## config.mk

```make
export PLATFORM = sky130hd
export DESIGN_NAME = hex8_shape_and_derivative_eval_unit
export DESIGN_NICKNAME = d
export VERILOG_FILES = /design/src/hdl/h8se_pkg.sv /design/src/hdl/h8se_front.sv /design/src/hdl/h8se_queue.sv /design/src/hdl/h8se_back.sv /design/src/hdl/hex8_shape_and_derivative_eval_unit.sv
export SDC_FILE = /design/constraint.sdc
export NUM_CORES = 2
export LEC_CHECK = 0
export ABC_CLOCK_PERIOD_IN_PS = 17520
export BUFFER_PORTS_ARGS = -buffer_cell sky130_fd_sc_hd__buf_4
export CAP_MARGIN = 30
export CORE_AREA = 2 2 268 336
export DETAILED_ROUTE_END_ITERATION = 16
export DIE_AREA = 0 0 270 338
export GPL_ROUTABILITY_DRIVEN = 0
export PLACE_DENSITY_LB_ADDON = 0.08
export SYNTH_ARGS = -nofsm -noshare
export SYNTH_HDL_FRONTEND = slang
export SYNTH_SLANG_ARGS = --single-unit
export TNS_END_PERCENT = 100
```

## constraint.sdc

```tcl
create_clock -name clk -period 17.52 [get_ports clk]
set_input_delay 4.38 -clock clk [delete_from_list [all_inputs] [get_ports clk]]
set_output_delay 4.38 -clock clk [all_outputs]
set_load 0.1 [all_outputs]
```

## src/hdl/h8se_pkg.sv

```systemverilog
// Shared types and constants for the hexahedron shape function unit.
package h8se_pkg;

  localparam int COORD_W = 16;
  localparam int NODE_W  = 3;
  localparam int RES_W   = 15;

  // Point queue between front and back; the depth must be a power of two.
  localparam int Q_DEPTH = 2;
  localparam int Q_PTR_W = $clog2(Q_DEPTH);
  localparam int Q_CNT_W = $clog2(Q_DEPTH + 1);

  localparam logic [NODE_W-1:0] NODE_FIRST = 3'd0;
  localparam logic [NODE_W-1:0] NODE_LAST  = 3'd7;

  localparam logic [RES_W-1:0] SHAPE_MAX   = 15'd32767;
  localparam int               DER_POS_MAX = 16383;
  localparam int               DER_NEG_MAG = 16384;

  typedef struct packed {
    logic signed [COORD_W-1:0] xi;
    logic signed [COORD_W-1:0] eta;
    logic signed [COORD_W-1:0] zeta;
  } point_t;

endpackage

```

## src/hdl/h8se_front.sv

```systemverilog
// Input side: takes a point beat, clamps each coordinate to [-1,1] and pushes it.
module h8se_front #(
  parameter int FRAC_BITS = 14
) (
  input  logic                           in_valid,
  output logic                           in_stall,
  input  logic signed [h8se_pkg::COORD_W-1:0] in_xi_coord,
  input  logic signed [h8se_pkg::COORD_W-1:0] in_eta_coord,
  input  logic signed [h8se_pkg::COORD_W-1:0] in_zeta_coord,
  input  logic                           q_full,
  output logic                           q_push,
  output h8se_pkg::point_t               q_entry
);
  import h8se_pkg::*;

  localparam int signed ONE = 1 << FRAC_BITS;

  // With more than 14 fraction bits no 16-bit value lies outside [-1,1].
  function automatic logic signed [COORD_W-1:0] sat_coord(
    input logic signed [COORD_W-1:0] x
  );
    logic signed [COORD_W-1:0] r;
    r = x;
    if (int'(x) > ONE) begin
      r = COORD_W'(ONE);
    end else if (int'(x) < -ONE) begin
      r = COORD_W'(-ONE);
    end
    return r;
  endfunction

  assign in_stall     = q_full;
  assign q_push       = in_valid && !q_full;
  assign q_entry.xi   = sat_coord(in_xi_coord);
  assign q_entry.eta  = sat_coord(in_eta_coord);
  assign q_entry.zeta = sat_coord(in_zeta_coord);

endmodule

```

## src/hdl/h8se_queue.sv

```systemverilog
// Short register queue of clamped points between the front and the back.
module h8se_queue (
  input  logic             clk,
  input  logic             rst_n,
  input  logic             push,
  input  h8se_pkg::point_t push_entry,
  output logic             full,
  input  logic             pop,
  output logic             not_empty,
  output h8se_pkg::point_t head
);
  import h8se_pkg::*;

  point_t             entry_r [Q_DEPTH];
  logic [Q_PTR_W-1:0] wr_ptr_r, wr_ptr_nxt;
  logic [Q_PTR_W-1:0] rd_ptr_r, rd_ptr_nxt;
  logic [Q_CNT_W-1:0] count_r, count_nxt;

  assign full      = (count_r == Q_CNT_W'(Q_DEPTH));
  assign not_empty = (count_r != '0);
  assign head      = entry_r[rd_ptr_r];

  always_comb begin
    wr_ptr_nxt = wr_ptr_r;
    rd_ptr_nxt = rd_ptr_r;
    count_nxt  = count_r;
    if (push) begin
      wr_ptr_nxt = wr_ptr_r + 1'b1;
    end
    if (pop) begin
      rd_ptr_nxt = rd_ptr_r + 1'b1;
    end
    if (push && !pop) begin
      count_nxt = count_r + 1'b1;
    end else if (pop && !push) begin
      count_nxt = count_r - 1'b1;
    end
  end

  always_ff @(posedge clk) begin
    if (!rst_n) begin
      wr_ptr_r <= '0;
      rd_ptr_r <= '0;
      count_r  <= '0;
    end else begin
      wr_ptr_r <= wr_ptr_nxt;
      rd_ptr_r <= rd_ptr_nxt;
      count_r  <= count_nxt;
    end
  end

  always_ff @(posedge clk) begin
    if (push) begin
      entry_r[wr_ptr_r] <= push_entry;
    end
  end

endmodule

```

## src/hdl/h8se_back.sv

```systemverilog
// Evaluation side: walks nodes 0..7 of the head point through a three-stage pipeline.
module h8se_back #(
  parameter int FRAC_BITS = 14
) (
  input  logic                             clk,
  input  logic                             rst_n,
  input  logic                             q_valid,
  input  h8se_pkg::point_t                 q_head,
  output logic                             q_pop,
  output logic                             out_valid,
  input  logic                             out_stall,
  output logic [h8se_pkg::NODE_W-1:0]      out_node_index,
  output logic [h8se_pkg::RES_W-1:0]       out_shape_value,
  output logic signed [h8se_pkg::RES_W-1:0] out_deriv_xi,
  output logic signed [h8se_pkg::RES_W-1:0] out_deriv_eta,
  output logic signed [h8se_pkg::RES_W-1:0] out_deriv_zeta,
  output logic                             out_last_node
);
  import h8se_pkg::*;

  // Factors (1 +- x) lie in [0, 2.0] and need FRAC_BITS+2 bits.
  localparam int FW   = FRAC_BITS + 2;
  localparam int PW   = 2 * FW;
  localparam int TW   = 3 * FW;
  localparam int DSH  = FRAC_BITS + 3;
  localparam int SSH  = 2 * FRAC_BITS + 3;
  localparam int SW   = TW + 1 - SSH;
  localparam logic [FW-1:0] ONE_F = FW'(1) << FRAC_BITS;
  localparam logic [PW:0]   HALF2 = (PW + 1)'(1) << (DSH - 1);
  localparam logic [TW:0]   HALF3 = (TW + 1)'(1) << (SSH - 1);

  // Round a two-factor product to nearest, ties away from zero, saturate it, then apply the sign.
  function automatic logic [RES_W-1:0] deriv_round(
    input logic [PW-1:0] p,
    input logic          plus
  );
    logic [PW:0]  s;
    logic [31:0]  m;
    logic [31:0]  lim;
    s   = (PW + 1)'(p) + HALF2;
    m   = 32'(s[PW:DSH]);
    lim = plus ? 32'(DER_POS_MAX) : 32'(DER_NEG_MAG);
    if (m > lim) begin
      m = lim;
    end
    return plus ? m[RES_W-1:0] : (RES_W'(0) - m[RES_W-1:0]);
  endfunction

  logic              adv;
  logic              issue;
  logic [NODE_W-1:0] node_cnt_r, node_cnt_nxt;

  logic [FW-1:0]     fx, fy, fz;

  logic              v1_r, v2_r, out_valid_r;
  logic [NODE_W-1:0] node_s1_r, node_s2_r, out_node_r;
  logic [PW-1:0]     pxy_r, pyz_r, pxz_r;
  logic [FW-1:0]     fz_r;

  logic [PW-1:0]     plo_r, phi_r;
  logic [RES_W-1:0]  dxi_r, deta_r, dzeta_r;

  logic [TW-1:0]     p3;
  logic [TW:0]       p3_rnd;
  logic [SW-1:0]     shape_q;
  logic [RES_W-1:0]  shape_nxt;

  logic [RES_W-1:0]  out_shape_r;
  logic [RES_W-1:0]  out_dxi_r, out_deta_r, out_dzeta_r;

  // The whole pipeline holds while a finished result is stalled at the output.
  assign adv   = !out_valid_r || !out_stall;
  assign issue = adv && q_valid;
  assign q_pop = issue && (node_cnt_r == NODE_LAST);

  assign node_cnt_nxt = issue ? node_cnt_r + 1'b1 : node_cnt_r;

  assign fx = node_cnt_r[0] ? ONE_F + FW'(q_head.xi)   : ONE_F - FW'(q_head.xi);
  assign fy = node_cnt_r[1] ? ONE_F + FW'(q_head.eta)  : ONE_F - FW'(q_head.eta);
  assign fz = node_cnt_r[2] ? ONE_F + FW'(q_head.zeta) : ONE_F - FW'(q_head.zeta);

  // The triple product is split at FW bits so each multiplier stays FW by FW.
  assign p3        = TW'(plo_r) + {phi_r, {FW{1'b0}}};
  assign p3_rnd    = (TW + 1)'(p3) + HALF3;
  assign shape_q   = p3_rnd[TW:SSH];
  assign shape_nxt = (64'(shape_q) > 64'(SHAPE_MAX)) ? SHAPE_MAX : shape_q[RES_W-1:0];

  always_ff @(posedge clk) begin
    if (!rst_n) begin
      node_cnt_r  <= NODE_FIRST;
      v1_r        <= 1'b0;
      v2_r        <= 1'b0;
      out_valid_r <= 1'b0;
    end else begin
      node_cnt_r <= node_cnt_nxt;
      if (adv) begin
        v1_r        <= issue;
        v2_r        <= v1_r;
        out_valid_r <= v2_r;
      end
    end
  end

  always_ff @(posedge clk) begin
    if (adv) begin
      node_s1_r   <= node_cnt_r;
      pxy_r       <= fx * fy;
      pyz_r       <= fy * fz;
      pxz_r       <= fx * fz;
      fz_r        <= fz;

      node_s2_r   <= node_s1_r;
      plo_r       <= pxy_r[FW-1:0] * fz_r;
      phi_r       <= pxy_r[PW-1:FW] * fz_r;
      dxi_r       <= deriv_round(pyz_r, node_s1_r[0]);
      deta_r      <= deriv_round(pxz_r, node_s1_r[1]);
      dzeta_r     <= deriv_round(pxy_r, node_s1_r[2]);

      out_node_r  <= node_s2_r;
      out_shape_r <= shape_nxt;
      out_dxi_r   <= dxi_r;
      out_deta_r  <= deta_r;
      out_dzeta_r <= dzeta_r;
    end
  end

  assign out_valid       = out_valid_r;
  assign out_node_index  = out_node_r;
  assign out_shape_value = out_shape_r;
  assign out_deriv_xi    = out_dxi_r;
  assign out_deriv_eta   = out_deta_r;
  assign out_deriv_zeta  = out_dzeta_r;
  assign out_last_node   = (out_node_r == NODE_LAST);

`ifndef SYNTH
  // Nodes that sit in adjacent stages were issued back to back.
  a_node_order: assert property (@(posedge clk) disable iff (!rst_n)
    v1_r && v2_r |-> node_s1_r == node_s2_r + 1'b1)
    else $error("pipeline node order broken");

  // A stalled first stage keeps its node.
  a_s1_hold: assert property (@(posedge clk) disable iff (!rst_n)
    v1_r && !adv |=> v1_r && $stable(node_s1_r))
    else $error("first stage changed during stall");

  // Where the format can hold 1.0, the shape value never exceeds it.
  a_shape_range: assert property (@(posedge clk) disable iff (!rst_n)
    out_valid_r && (FRAC_BITS <= 14) |-> out_shape_r <= RES_W'(ONE_F))
    else $error("shape value above one");

  // The xi derivative carries the sign of the node's xi side.
  a_dxi_sign: assert property (@(posedge clk) disable iff (!rst_n)
    out_valid_r |-> (out_node_r[0] && !out_dxi_r[RES_W-1]) ||
                    (!out_node_r[0] && (out_dxi_r[RES_W-1] || out_dxi_r == '0)))
    else $error("xi derivative has the wrong sign");
`endif

endmodule

```

## src/hdl/hex8_shape_and_derivative_eval_unit.sv

```systemverilog
// Top level of the 8-node hexahedron shape function and derivative unit.
// The result for node 0 is registered in the queue and then in each back-end pipeline stage.
// Throughput: one node result per cycle while out_stall is low, set by the single
// output channel that carries the eight node results of each point.
// A two-entry point queue lets new points enter while results are still stalled.
// Reset: synchronous active-low rst_n empties the queue and the pipeline.
module hex8_shape_and_derivative_eval_unit #(
  parameter int FRAC_BITS = 14
) (
  input  logic                              clk,
  input  logic                              rst_n,
  input  logic                              in_valid,
  output logic                              in_stall,
  input  logic signed [h8se_pkg::COORD_W-1:0] in_xi_coord,
  input  logic signed [h8se_pkg::COORD_W-1:0] in_eta_coord,
  input  logic signed [h8se_pkg::COORD_W-1:0] in_zeta_coord,
  output logic                              out_valid,
  input  logic                              out_stall,
  output logic [h8se_pkg::NODE_W-1:0]       out_node_index,
  output logic [h8se_pkg::RES_W-1:0]        out_shape_value,
  output logic signed [h8se_pkg::RES_W-1:0] out_deriv_xi,
  output logic signed [h8se_pkg::RES_W-1:0] out_deriv_eta,
  output logic signed [h8se_pkg::RES_W-1:0] out_deriv_zeta,
  output logic                              out_last_node
);
  import h8se_pkg::*;

  logic   q_full;
  logic   q_push;
  logic   q_pop;
  logic   q_not_empty;
  point_t q_entry;
  point_t q_head;

  h8se_front #(
    .FRAC_BITS (FRAC_BITS)
  ) u_front (
    .in_valid      (in_valid),
    .in_stall      (in_stall),
    .in_xi_coord   (in_xi_coord),
    .in_eta_coord  (in_eta_coord),
    .in_zeta_coord (in_zeta_coord),
    .q_full        (q_full),
    .q_push        (q_push),
    .q_entry       (q_entry)
  );

  h8se_queue u_queue (
    .clk        (clk),
    .rst_n      (rst_n),
    .push       (q_push),
    .push_entry (q_entry),
    .full       (q_full),
    .pop        (q_pop),
    .not_empty  (q_not_empty),
    .head       (q_head)
  );

  h8se_back #(
    .FRAC_BITS (FRAC_BITS)
  ) u_back (
    .clk             (clk),
    .rst_n           (rst_n),
    .q_valid         (q_not_empty),
    .q_head          (q_head),
    .q_pop           (q_pop),
    .out_valid       (out_valid),
    .out_stall       (out_stall),
    .out_node_index  (out_node_index),
    .out_shape_value (out_shape_value),
    .out_deriv_xi    (out_deriv_xi),
    .out_deriv_eta   (out_deriv_eta),
    .out_deriv_zeta  (out_deriv_zeta),
    .out_last_node   (out_last_node)
  );

endmodule
```

* Word-level counts from Yosys, hierarchy flattened
Memory sizes are Yosys's and may differ from the RTL's. A register that Yosys moved wholly into a read port is not among the register bits.
Index checks and enable logic that the tools add are counted.
** Word-level totals
- Flip-flop bits (word level) :: 300
- RAM bits :: 96
- Input bits :: 52
- Output and inout port bits :: 66
- Word-level logic and storage cells :: 101
- Memories :: 1
** Memory list
- u_queue.entry_r :: depth 2, bits a word 48, rd ports 1, clocked after Yosys merged registers in 1, wr ports 1, line h8se_queue.sv:14 : point_t entry_r [Q_DEPTH];
** Cells by class
- Add/subtract/negate cells :: 19
- Multiply operators :: 5
- $lt $le $gt $ge :: 10
- Equal/unequal tests :: 3
- Muxes and demuxes :: 27
- Reductions and logical operators :: 13
** Operators with widths (count)
- two-way mux 15 bit :: 12
- multiplier 16 x 16 -> 32 bit :: 5
- two-way mux 16 bit :: 9
- adder 32 x 17 -> 33 bit (second input constant) :: 3
- adder 48 x 31 -> 49 bit (second input constant) :: 1
- adder 15 x 16 -> 16 bit (first input constant) :: 3
- adder 32 x 48 -> 48 bit :: 1
- > comparator 16 x 15 -> 1 bit :: 3
- > comparator 16 bit (second input constant) :: 3
- < comparator 16 x 15 -> 1 bit (second input constant) :: 3
- subtractor 15 x 16 -> 16 bit (first input constant) :: 3
- subtractor 1 x 15 -> 15 bit (first input constant) :: 3
- > comparator 18 x 15 -> 1 bit (second input constant) :: 1
- == test 3 bit (second input constant) :: 2
- logical AND 1 bit :: 5
- zero test 1 bit :: 5
- two-way mux 1 bit :: 4
- two-way mux 2 bit :: 2
- nonzero test 2 bit :: 2
- adder 3 x 1 -> 3 bit (second input constant) :: 1
- adder 1 bit (second input constant) :: 2
- adder 2 x 1 -> 2 bit (second input constant) :: 1
- == test 2 bit (second input constant) :: 1
- subtractor 2 x 1 -> 2 bit (second input constant) :: 1
- logical OR 1 bit :: 1

* Logic depth before layout (Yosys ltp)
- Word-level depth :: 7
- Depth in mapped cells :: 34
- Gate-level depth less buffers :: 32

* Cells and area by module
A second synthesis with hierarchy kept.
** Second synthesis, totals
- Cell total of the unflattened synthesis :: 5978
- Area, all modules :: 56680.6 um^2
** By module, submodules not included
- h8se_back :: instances 1, cells each 5751, area an instance 52546.6 um^2, sequential area each 7387.1 um^2
- h8se_queue :: instances 1, cells each 171, area an instance 3684.8 um^2, sequential area each 2982.9 um^2
- h8se_front :: instances 1, cells each 56, area an instance 449.2 um^2, sequential area each 0.0 um^2

* Least setup slack after synthesis
No wires, ideal clock.
- Path type :: input -> register
- Start point :: in out_stall
- End point :: reg u_queue.count_r[1]
- Library setup time :: 0.076 ns
- Arrival time :: 10.975 ns
- Required time :: 17.444 ns
- Setup slack :: 6.470 ns
- Stages on the path :: 6
- Path buffers :: 0
- Path through :: nand2_1 -> o21a_1 -> nand2_1 -> ha_1 -> or3_1 -> a21boi_0
** Between the ends
- Longest elaborated chain between the ends :: 7
- Elaborated cells between the ends (all ways) :: 9
- Classes of those cells :: mux: 1; reduce/logical: 8
** RTL lines
- from (decl) :: line hex8_shape_and_derivative_eval_unit.sv:18 : input logic out_stall,
- zero test 1 bit * :: line h8se_back.sv:72 : assign adv = !out_valid_r || !out_stall;
- logical OR 1 bit * :: line h8se_back.sv:72
- logical AND 1 bit * :: line h8se_back.sv:73 : assign issue = adv && q_valid;
- logical AND 1 bit * :: line h8se_back.sv:74 : assign q_pop = issue && (node_cnt_r == NODE_LAST);
- zero test 1 bit :: line h8se_queue.sv:33 : if (push && !pop) begin
- logical AND 1 bit :: line h8se_queue.sv:33
- two-way mux 2 bit or nonzero test 2 bit (tied branches)
- to (signal assigned) :: line h8se_queue.sv:48 : count_r <= count_nxt;
- to (decl) :: line h8se_queue.sv:17 : logic [Q_CNT_W-1:0] count_r, count_nxt;
Mark *: on every way between the ends. The rest lies on a longest branch, timed or not.
A chain may end at the register's enable or synchronous reset.

==> flow_metrics.env <==
export IMPL_status="completed"
export IMPL_r2r_cells=29
export IMPL_hp_class="reg2reg"
export IMPL_grt_use_total_pct=32.10
export IMPL_n_fill_cell=7083
export IMPL_setup_viol=0
export IMPL_cpMostUsedCell="fa_1"
export IMPL_grt_first_pass_wirelength_um=229500
export IMPL_fin_nets=7609
export IMPL_dp_hpwl_um=108700
export IMPL_min_to="u_back.out_deriv_zeta[14]"
export IMPL_cts_sinks=349
export IMPL_critPathRequiredTime_ns=17.84
export IMPL_cts_hold_fix_buffers=0
export IMPL_synth_main_ff_cell="edfxtp_1"
export IMPL_r2r_end="u_back.pyz_r[31]"
export IMPL_ioPinCount=118
export IMPL_drc=0
export IMPL_post_route_util_pct=68.46
export IMPL_path_clk_slew_ns=0.06
export IMPL_rsz0062_at_grt="no"
export IMPL_finalWirelength_um=141400
export IMPL_r2r_slack_ns=7.55
export IMPL_synthCells=6007
export IMPL_io_buffers=117
export IMPL_numCtsBuffers=37
export IMPL_ys_types=86
export IMPL_grt_overflow=0
export IMPL_cts_root_buf="clkbuf_16"
export IMPL_critPathMaxFanout=73
export IMPL_postCtsSetupBuffers=0
export IMPL_ys_ff_latch=349
export IMPL_async_flop_share_pct=0
export IMPL_drive_gt1_share_pct=5.734
export IMPL_slew_limit_headroom_pct=26.70
export IMPL_drv_slew=0
export IMPL_hold_depth=0
export IMPL_htreeDepth=2
export IMPL_met1_usage_pct=38.19
export IMPL_placeableCoreArea_um2=88080
export IMPL_grt_busiest_layer="met2"
export IMPL_ant_nets=0
export IMPL_drt_pass1_iter_count=6
export IMPL_dieArea_um2=91260
export IMPL_clock_path_buffers=3
export IMPL_ys_seq_area_share_pct=18.28
export IMPL_crit_type="reg2reg"
export IMPL_wl_per_cell_um=19.60
export IMPL_fmax_ghz=0.1004
export IMPL_rows=122
export IMPL_hold_viol=0
export IMPL_viasPerCell=5.770
export IMPL_dieHeight_um=338
export IMPL_die_w_um=270
export IMPL_yosysWarnings=0
export IMPL_cpMaxStageDelayCell="dfxtp_4"
export IMPL_syn_num_nets=7610
export IMPL_syn_area_um2=56730
export IMPL_startpoint_type="register"
export IMPL_maxCapViolCount=0
export IMPL_cp_slowest_stage_delay_ns=0.95
export IMPL_end_kind="register"
export IMPL_clkLatencyLatePin_ns=0.58
export IMPL_postSynthAreaPerCell_um2=9.444
export IMPL_ctsResizeCount=0
export IMPL_grt_pass1_vias=44299
export IMPL_clock_skew_final_ns=0.03438
export IMPL_fin_tns_setup_ns=0
export IMPL_post_route_period_util_pct=56.88
export IMPL_cts_tree="yes"
export IMPL_num_vias=41621
export IMPL_fin_crit_ns=9.965
export IMPL_start_util_pct=64.41
export IMPL_cp_arrival_ns=10.28
export IMPL_globalRouteMet2Util_pct=55.94
export IMPL_worstHoldStart="u_back.dzeta_r[14]"
export IMPL_area_growth_pct=6.283
export IMPL_grt_met3_usage_pct=5.433
export IMPL_drtIter0Drc=2717
export IMPL_tightest_slew_ns=1.092
export IMPL_synth_edf_count=338
export IMPL_antenna_found_initial=3
export IMPL_grt_max_degree=87
==> worst max-delay path, delay by kind of cell, from the launching register on <==
| kind | cells | cell delay [ns] |
|---|---|---|
| compound gates | 10 | 2.60 |
| xor+xnor | 2 | 0.29 |
| fa+ha+maj | 8 | 3.66 |
| buf+inv | 5 | 0.89 |
| flops | 1 | 0.95 |
| mux | 1 | 0.64 |
| simple gates | 3 | 0.69 |
==> routing by layer <==
layer  up-vias  share of wire, %
met1     20669                37
met3       528               8.0
met5         -            0.0092
li1      18630                 -
met2      1792                49
met4         2               6.2
==> cells by family (layout without fill, tap and decap cells) <==
family          after synthesis  in the layout  synth area share (%)
flops                       349            349                 18.28
mux                          57             57                 1.019
other cells                   0              1                     0
simple gates               1895           1895                 15.02
buf+inv                    1446           1473                 9.620
fa+ha+maj                  1552           1552                 47.02
compound gates              468            468                 5.317
xor+xnor                    240            240                 3.719
==> through the flow <==
step                cell area (µm²)  cells  worst slack, ns  hold slack [ns]
global placement              59020   7142            7.991           0.4005
CTS                           60240   7209            7.737           0.4120
floorplan                     56730   6007            6.470           0.4003
global route                  60290   7212            7.095           0.4116
finish                        60300   7213            7.555           0.4157
detailed placement            59020   7142            7.734           0.4045
==> layout by cell type, fill, tap and decap left out, drive strengths merged, types with 6 or more instances in the layout <==
master,count
a211oi,9
a21boi,7
a21o,50
a21oi,143
a31o,6
a31oi,18
a41oi,8
and2,279
and3,30
and4,14
buf,217
clkbuf,42
clkinv,17
dfxtp,11
edfxtp,338
fa,967
ha,584
inv,1189
mux2,6
mux2i,51
nand2,831
nand2b,22
nand3,63
nand4,34
nor2,481
nor2b,33
nor3,45
nor3b,7
nor4,18
o211ai,6
o21a,34
o21ai,99
o21bai,9
o22a,11
o32a,6
o32ai,6
or2,16
or3,15
xnor2,152
xor2,88
==> flip-flops by register name, summed over array words and instances (netlist names), 2 cells and up, named ones only <==
name and count:
u_back.node_cnt_r 3, u_back.plo_r 16, u_back.dzeta_r 15, u_back.node_s2_r 3
u_back.pyz_r 16, u_back.out_node_index 3, u_back.out_deriv_eta 15, u_back.pxz_r 16
u_queue.entry_r 96, u_back.fz_r 16, u_queue.count_r 2, u_back.pxy_r 32
u_back.out_deriv_zeta 15, u_back.deta_r 15, u_back.node_s1_r 3, u_back.phi_r 32
u_back.out_deriv_xi 15, u_back.out_shape_value 15, u_back.dxi_r 15
==> synthesized netlist by cell type (7+ instances only) <==
cell	count	area (µm²)
inv_1	1173	4403
nor4_1	18	112.6
fa_1	967	19360
nand3_1	62	310.3
o21ai_0	55	275.3
dfxtp_1	11	220.2
nand2b_1	22	137.6
nor3_1	44	220.2
xor2_1	88	770.7
o21a_1	34	255.2
edfxtp_1	338	10150
or2_1	7	43.79
ha_1	584	7307
a41oi_1	8	70.07
a21oi_1	143	715.7
inv_2	13	48.80
nor2_1	481	1805
buf_1	7	26.28
nand2_1	831	3119
clkbuf_1	237	889.6
nor2b_1	33	206.5
or3_1	11	68.82
buf_2	9	45.04
and2_1	279	1745
mux2i_1	51	510.5
and4_1	14	122.6
a21o_1	50	375.4
or2_2	8	50.05
a31oi_1	18	112.6
o21ai_1	44	220.2
xnor2_1	151	1323
and3_1	30	187.7
nor3b_1	7	52.55
o22a_1	11	96.34
o21bai_1	9	67.56
a211oi_1	8	60.06
nand4_1	34	212.7
==> cell type report <==
cell class,instances,area [µm²],area share (%)
diodes,1,2.502,0.004150
well taps,1178,1474,2.444
multi-input cells,4212,41110,68.18
clock buffers,42,987.2,1.637
clock inverters,25,227.7,0.3777
inverters,1189,4463,7.402
flip-flops and latches,349,10370,17.20
repair buffers,217,1660,2.754
==> worst max path at each step <==
stage | endpoint | slack, ns | cells after the start
floorplan | u_queue.count_r[1] | 6.47 | 6
global placement | u_back.pyz_r[31] | 7.99 | 29
detailed placement | u_back.pyz_r[31] | 7.73 | 29
CTS | u_back.pyz_r[31] | 7.74 | 29
global route | u_back.pxy_r[31] | 7.10 | 30
finish | u_back.pyz_r[31] | 7.55 | 29
Power is left out: the tool's default activity adds up to more than one toggle a clock period on the data nets, which glitch-free logic cannot reach.
